<file path="src/design/local_interrupt_timer_unit_assert.svh">
// Concurrent assertion macros for the local interrupt timer.
`ifndef LOCAL_INTERRUPT_TIMER_UNIT_ASSERT_SVH
`define LOCAL_INTERRUPT_TIMER_UNIT_ASSERT_SVH

`ifndef SYNTHESIS

// Check that prop holds at every clock edge outside reset.
`define LIT_ASSERT(label, clk, rst, prop) \
   label: assert property (@(posedge clk) disable iff (rst) (prop)) \
      else $error("local_interrupt_timer_unit: assertion failed");

// Check that cond at one edge implies prop at the next edge.
`define LIT_ASSERT_NEXT(label, clk, rst, cond, prop) \
   label: assert property (@(posedge clk) disable iff (rst) (cond) |=> (prop)) \
      else $error("local_interrupt_timer_unit: assertion failed");

`else

`define LIT_ASSERT(label, clk, rst, prop)
`define LIT_ASSERT_NEXT(label, clk, rst, cond, prop)

`endif

`endif

</file>
<file path="src/design/lit_pkg.sv">
`timescale 1ns / 1ps
package lit_pkg;

   typedef enum logic [1:0] {
      MODE_TICK  = 2'd0,
      MODE_READ  = 2'd1,
      MODE_WRITE = 2'd2
   } mode_type;

   localparam logic [11:0] OFF_SPURIOUS    = 12'h0F0;
   localparam logic [11:0] OFF_TIMER_ENTRY = 12'h320;
   localparam logic [11:0] OFF_INIT_COUNT  = 12'h380;
   localparam logic [11:0] OFF_CUR_COUNT   = 12'h390;
   localparam logic [11:0] OFF_DIVIDE      = 12'h3E0;

   localparam int SW_ENABLE_BIT = 8;
   localparam int MASK_BIT      = 16;
   localparam int PERIODIC_BIT  = 17;

   localparam int REQ_DATA_W = 48;
   localparam int RSP_DATA_W = 48;

   typedef struct packed {
      logic [31:0] read_data;
      logic        irq_fire;
      logic [7:0]  irq_vector;
   } rsp_word_type;

endpackage

</file>
<file path="src/design/local_interrupt_timer_unit.sv">
`timescale 1ns / 1ps
// Channel  Dir  Handshake              Payload
// req      in   req_tvalid/req_tready  tuser: mode; tdata: reg_offset, write_data
// rsp      out  rsp_tvalid/rsp_tready  tdata: read_data, irq_fire, irq_vector
//
// One word per cycle in and out while rsp is not stalled; each word's result is registered.
// Timer state and the result are computed in a single pass from the request word
// into the result register; a one-word skid register backs the result register.
// req_tready drops only while the skid register holds a word (rsp stalled).
// Reset is synchronous, active high, and leaves the timer masked and disabled.
module local_interrupt_timer_unit (
   input  logic                          clock,
   input  logic                          reset,
   input  logic                          req_tvalid,
   output logic                          req_tready,
   input  logic [1:0]                    req_tuser,  // mode
   input  logic [lit_pkg::REQ_DATA_W-1:0] req_tdata, // reg_offset, write_data, pad
   output logic                          rsp_tvalid,
   input  logic                          rsp_tready,
   output logic [lit_pkg::RSP_DATA_W-1:0] rsp_tdata  // read_data, irq_fire, irq_vector, pad
);
   import lit_pkg::*;

   logic [8:0]   spurious_ff,  spurious_in;
   logic [7:0]   vector_ff,    vector_in;
   logic         mask_ff,      mask_in;
   logic         periodic_ff,  periodic_in;
   logic [3:0]   divide_ff,    divide_in;
   logic [31:0]  reload_ff,    reload_in;
   logic [31:0]  count_ff,     count_in;
   logic [6:0]   prescale_ff,  prescale_in;

   logic         out_valid_ff,  out_valid_in;
   logic         skid_valid_ff, skid_valid_in;
   rsp_word_type out_word_ff,   out_word_in;
   rsp_word_type skid_word_ff,  skid_word_in;

   logic         accept;
   mode_type     mode;
   logic [11:0]  offset;
   logic [31:0]  wdata;
   logic [2:0]   div_shift;
   logic [6:0]   span_mask;
   logic [6:0]   prescale_next;
   rsp_word_type result;

   assign accept = req_tvalid && req_tready;
   assign mode   = mode_type'(req_tuser);
   assign offset = req_tdata[11:0];
   assign wdata  = req_tdata[43:12];

   assign div_shift     = 3'({divide_ff[3], divide_ff[1:0]} + 3'd1);
   assign span_mask     = 7'((8'd1 << div_shift) - 8'd1);
   assign prescale_next = 7'(prescale_ff + 7'd1) & span_mask;

   always_comb begin
      spurious_in = spurious_ff;
      vector_in   = vector_ff;
      mask_in     = mask_ff;
      periodic_in = periodic_ff;
      divide_in   = divide_ff;
      reload_in   = reload_ff;
      count_in    = count_ff;
      prescale_in = prescale_ff;
      result      = '0;
      if (accept) begin
         unique case (mode)
            MODE_TICK: begin
               prescale_in = prescale_next;
               if (prescale_next == 7'd0 && count_ff != 32'd0) begin
                  count_in = count_ff - 32'd1;
                  if (count_ff == 32'd1) begin
                     result.irq_fire   = !mask_ff && spurious_ff[SW_ENABLE_BIT];
                     result.irq_vector = result.irq_fire ? vector_ff : 8'd0;
                     if (periodic_ff) begin
                        count_in = reload_ff;
                     end
                  end
               end
            end
            MODE_READ: begin
               unique case (offset)
                  OFF_SPURIOUS:    result.read_data = {23'd0, spurious_ff};
                  OFF_TIMER_ENTRY: result.read_data = {14'd0, periodic_ff, mask_ff,
                                                       8'd0, vector_ff};
                  OFF_DIVIDE:      result.read_data = {28'd0, divide_ff};
                  OFF_INIT_COUNT:  result.read_data = reload_ff;
                  OFF_CUR_COUNT:   result.read_data = count_ff;
                  default:         result.read_data = 32'd0;
               endcase
            end
            MODE_WRITE: begin
               unique case (offset)
                  OFF_SPURIOUS: spurious_in = wdata[8:0];
                  OFF_TIMER_ENTRY: begin
                     vector_in   = wdata[7:0];
                     mask_in     = wdata[MASK_BIT];
                     periodic_in = wdata[PERIODIC_BIT];
                  end
                  OFF_DIVIDE: divide_in = wdata[3:0] & 4'hB;
                  OFF_INIT_COUNT: begin
                     reload_in = wdata;
                     count_in  = wdata;
                  end
                  default: ;
               endcase
            end
            default: ;
         endcase
      end
   end

   // result register with skid word behind it
   assign req_tready = !skid_valid_ff;

   always_comb begin
      out_valid_in  = out_valid_ff;
      skid_valid_in = skid_valid_ff;
      out_word_in   = out_word_ff;
      skid_word_in  = skid_word_ff;
      if (rsp_tready || !out_valid_ff) begin
         if (skid_valid_ff) begin
            out_word_in   = skid_word_ff;
            out_valid_in  = 1'b1;
            skid_valid_in = 1'b0;
         end else begin
            out_word_in  = result;
            out_valid_in = accept;
         end
      end else if (accept) begin
         skid_word_in  = result;
         skid_valid_in = 1'b1;
      end
   end

   always_ff @(posedge clock) begin
      if (reset) begin
         spurious_ff   <= 9'h0FF;
         vector_ff     <= 8'd0;
         mask_ff       <= 1'b1;
         periodic_ff   <= 1'b0;
         divide_ff     <= 4'd0;
         reload_ff     <= 32'd0;
         count_ff      <= 32'd0;
         prescale_ff   <= 7'd0;
         out_valid_ff  <= 1'b0;
         skid_valid_ff <= 1'b0;
      end else begin
         spurious_ff   <= spurious_in;
         vector_ff     <= vector_in;
         mask_ff       <= mask_in;
         periodic_ff   <= periodic_in;
         divide_ff     <= divide_in;
         reload_ff     <= reload_in;
         count_ff      <= count_in;
         prescale_ff   <= prescale_in;
         out_valid_ff  <= out_valid_in;
         skid_valid_ff <= skid_valid_in;
      end
   end

   always_ff @(posedge clock) begin
      out_word_ff  <= out_word_in;
      skid_word_ff <= skid_word_in;
   end

   assign rsp_tvalid = out_valid_ff;
   assign rsp_tdata  = {7'd0, out_word_ff.irq_vector, out_word_ff.irq_fire,
                        out_word_ff.read_data};

`include "local_interrupt_timer_unit_assert.svh"

`LIT_ASSERT(a_skid_behind_out, clock, reset, !skid_valid_ff || out_valid_ff)
`LIT_ASSERT(a_vector_only_on_fire, clock, reset, !out_valid_ff || out_word_ff.irq_fire || out_word_ff.irq_vector == 8'd0)
`LIT_ASSERT(a_fire_no_read_data, clock, reset, !out_valid_ff || !out_word_ff.irq_fire || out_word_ff.read_data == 32'd0)
`LIT_ASSERT_NEXT(a_stopped_count_holds, clock, reset, count_ff == 32'd0 && !(accept && mode == MODE_WRITE), count_ff == 32'd0)

endmodule

</file>
<file path="config.mk">
export PLATFORM = sky130hd
export DESIGN_NAME = local_interrupt_timer_unit
export DESIGN_NICKNAME = d
export VERILOG_FILES = /design/src/design/lit_pkg.sv /design/src/design/local_interrupt_timer_unit.sv
export VERILOG_INCLUDE_DIRS = /design/src /design/src/design
export SDC_FILE = /design/constraint.sdc
export NUM_CORES = 1
export LEC_CHECK = 0
export ABC_AREA = 1
export BUFFER_PORTS_ARGS = -buffer_cell sky130_fd_sc_hd__buf_4
export CAP_MARGIN = 20
export CORE_ASPECT_RATIO = 1.1
export CORE_MARGIN = 3
export CORE_UTILIZATION = 40
export DETAILED_ROUTE_END_ITERATION = 10
export GPL_ROUTABILITY_DRIVEN = 0
export PLACE_DENSITY = 0.59
export REMOVE_ABC_BUFFERS = 1
export SLEW_MARGIN = 40
export SYNTH_ARGS = -nofsm -noshare
export SYNTH_HDL_FRONTEND = slang
export SYNTH_SLANG_ARGS = --single-unit
export TNS_END_PERCENT = 20
</file>
<file path="constraint.sdc">
create_clock -name clock -period 4.1 [get_ports clock]
set_input_delay 0.41 -clock clock [delete_from_list [all_inputs] [get_ports clock]]
set_output_delay 0.41 -clock clock [all_outputs]
set_load 0.005 [all_outputs]
</file>
==> impl_metrics.ini <==
[status]
status = finished clean

[timing]
period_minus_slack_ns = 2.85
setup_viol = 0
fin_tns_setup_ns = 0
rsz0062_at_grt = false
maxSlewHeadroom_pct = 47.9
slew_violations = 0
hold_viol = 0
fmax_ghz = 0.351
tightest_slew_ns = 0.779
finalClockSkew_ns = 0.0145
period_share_pct = 69.5

[routing]
drt_wl_total_um = 26200
ant_nets = 0
vias = 8678
met1_length_um = 12600
dr.first_iter.drc_count = 663
avgViaCountPerCell = 5.10
met3WireLength_um = 1470
drt-wirelength-per-cell_um = 15.4
first_pass_iters = 5
wl_met2_um = 11700
drc = 0
highest_layer = met4

[setup_path]
cp.arrival_ns = 3.18
worst-path-buf-inv = 2
crit_path_start_kind = register
critPathKind = reg -> reg
worst_path_largest_cell_delay_ns = 0.47
cp.required_ns = 4.43
crit_family = simple AND/OR/NAND/NOR gates
slowest_stage = buf_4
cp_cell_sequence = nand2_1 -> inv_1 -> ha_1 -> nand2_1 -> ha_1 -> nand2_1 -> nor2_1 -> nor2_1 -> nand3_1 -> nand2_1 -> nor2_1 -> nand2_2 -> nand2_2 -> buf_4 -> nand3_1 -> nand2_1 -> nor2_1
timing.critical_path.mode_cell = nand2_1
worstPathMaxFanout = 46
cp-end-kind = register

[synthesis]
synthTopCellsByCount = nand2_1, nor2_1, inv_1
avgSynthCellArea_sq_um = 7.49
seq_area_frac_synth_pct = 44.3
synth_top_flop_cell = dfxtp_1
synth_seq_cells = 177
yosys.area.top_type = edfxtp_1
synth_cell_type_count = 45
yosys.area.top_type_share_pct = 25.0
synth_cells = 1317
yosysMostFrequentCell = nand2_1
yosys_warnings = 0
synth_area_leaders = edfxtp_1, dfxtp_1, nand2_1, nand3_1, nor2_1
synthArstFlopShare_pct = 0
synth_edf_count = 82
synth_area_sq_um = 9860

[clock_network]
cts_max_path_buffers = 2
post_cts_buffers = 0
cts.clk_slew.worst_paths_ns = 0.08
clock_sinks = 177
cts_tree = built
cts_inserted_buffers = 17
cts_resized = 0
htree_levels = 4
clock_insertion_delay_worst_skew_ns = 0.44
holdBufCountCts = 0
root_buffer = clkbuf_16

[run]
maxCapViolCount = 0

[floorplan]
dieHeight_um = 171
dieWidth_um = 156
start_util_pct = 41.2
row_count = 59
dieArea_sq_um = 26600
ios = 104
core-area_sq_um = 23900

[global_routing]
track_usage_pct = 19.8
grt-ovfl-total = 0
grt_max_degree = 59
grt_pass1_vias = 7831
grt_pass1_wl_um = 42200
antenna_found_initial = 0

[layout]
diodes = 0
areaGrowthSynthToFinish_pct = 14.5
layout-drive-gt1-share_pct = 15.3
fin_area_sq_um = 11300
n_fill_cell = 2439
nNetsFinal = 1442

[power]
p_clk_share_pct = 39.3
p_total_w = 0.00414
power.ir.vdd_worst_mv = 0.224
p_leak_nw = 4.77
pwr-share-seq_pct = 46.5
swShare_pct = 29.2
p_sw_w = 0.00121
powerDensity_nw_per_um2 = 366
power_frac_comb_pct = 14.2
internal_power_w = 0.00293

[place]
placed_area_sq_um = 10700
dp_hpwl_um = 18500
portBuffers = 92

[worst_hold_path]
min_path_type = in -> reg
[cell type report]
class,instances,area [sq um],share of cell area [%]
Timing Repair Buffer,104,806,7.14
Sequential cell,177,4360,38.6
Clock buffer,17,425,3.77
Inverter,126,478,4.23
Clock inverter,15,161,1.43
Tap cell,305,382,3.38
Multi-Input combinational cell,956,4680,41.4
[per-stage QoR]
stage	cells	setup slack [ns]	util (%)	hold WS (ns)
2_1_floorplan	1259	0.372	-	0.436
3_3_place_gp	1668	1.31	44.7	0.454
3_5_place_dp	1668	1.26	44.8	0.455
4_1_cts	1700	1.25	47.2	0.210
5_1_grt	1700	0.895	47.2	0.222
6_report	1700	1.25	47.2	0.221
[sequential cells by signal, indices dropped and copies added, names as in the netlist]
name / count
mask_ff: 1
divide_ff: 3
count_ff: 32
rsp_tvalid: 1
vector_ff: 8
reload_ff: 32
spurious_ff: 9
rsp_tdata: 41
skid_valid_ff: 1
skid_word_ff: 41
periodic_ff: 1
prescale_ff: 7
[kinds of logic after synthesis]
logic type | Yosys count | share of synthesized area (%)
AND/OR/NAND/NOR | 705 | 32.1
AO/OA/AOI/OAI | 230 | 13.3
buffers and inverters | 190 | 8.76
flip-flops | 177 | 44.3
XOR/XNOR | 8 | 0.711
adder cells (fa/ha/maj) | 6 | 0.761
other | 1 | 0.0380
[layout by cell type (no fill, tap or decap), types with 7 or more instances in the layout]
cell	Yosys	final
buf_4	13	102
o221ai_1	7	7
or2_2	15	15
inv_1	115	114
edfxtp_1	82	82
nand4_1	12	12
nand2_1	352	352
nand3_2	13	13
o211ai_1	10	10
dfxtp_1	95	95
nand3_1	108	108
nor2_1	142	141
o21ai_1	14	14
a21oi_1	86	86
a21oi_2	16	16
nand2_2	8	8
nand2b_1	21	21
conb_1	1	7
o21ai_0	76	76
nor3_1	14	14
clkbuf_16	0	17
[power groups by stage]
stage / logic (W) / registers, W / clock network (W)
2_1_floorplan: 0.000388 / 0.00196 / 0
3_3_place_gp: 0.000581 / 0.00196 / 0
3_5_place_dp: 0.000587 / 0.00196 / 0
4_1_cts: 0.000589 / 0.00192 / 0.00165
5_1_grt: 0.000673 / 0.00193 / 0.00171
6_report: 0.000585 / 0.00192 / 0.00163
[metal layers]
metal	track usage (%)	vias to the layer above
li1	-	4461
met1	29.1	3955
met2	30.8	234
met3	2.35	28
met4	5.63	0
met5	0	-
[worst paths after layout]
path / slack, ns / end / from / cells after the start
worst max-delay path: 1.25 / count_ff[5]$_SDFFE_PP0P_ / divide_ff[0]$_SDFFE_PP0P_ / 17
worst min-delay path: 0.22 / prescale_ff[1]$_SDFFE_PP0P_ / reset / 2
worst max register to register: 1.25 / count_ff[5]$_SDFFE_PP0P_ / divide_ff[0]$_SDFFE_PP0P_ / 17
worst min register to register: 0.47 / reload_ff[19]$_SDFFE_PP0P_ / reload_ff[19]$_SDFFE_PP0P_ / 2
(Power assumes the default switching activity.)
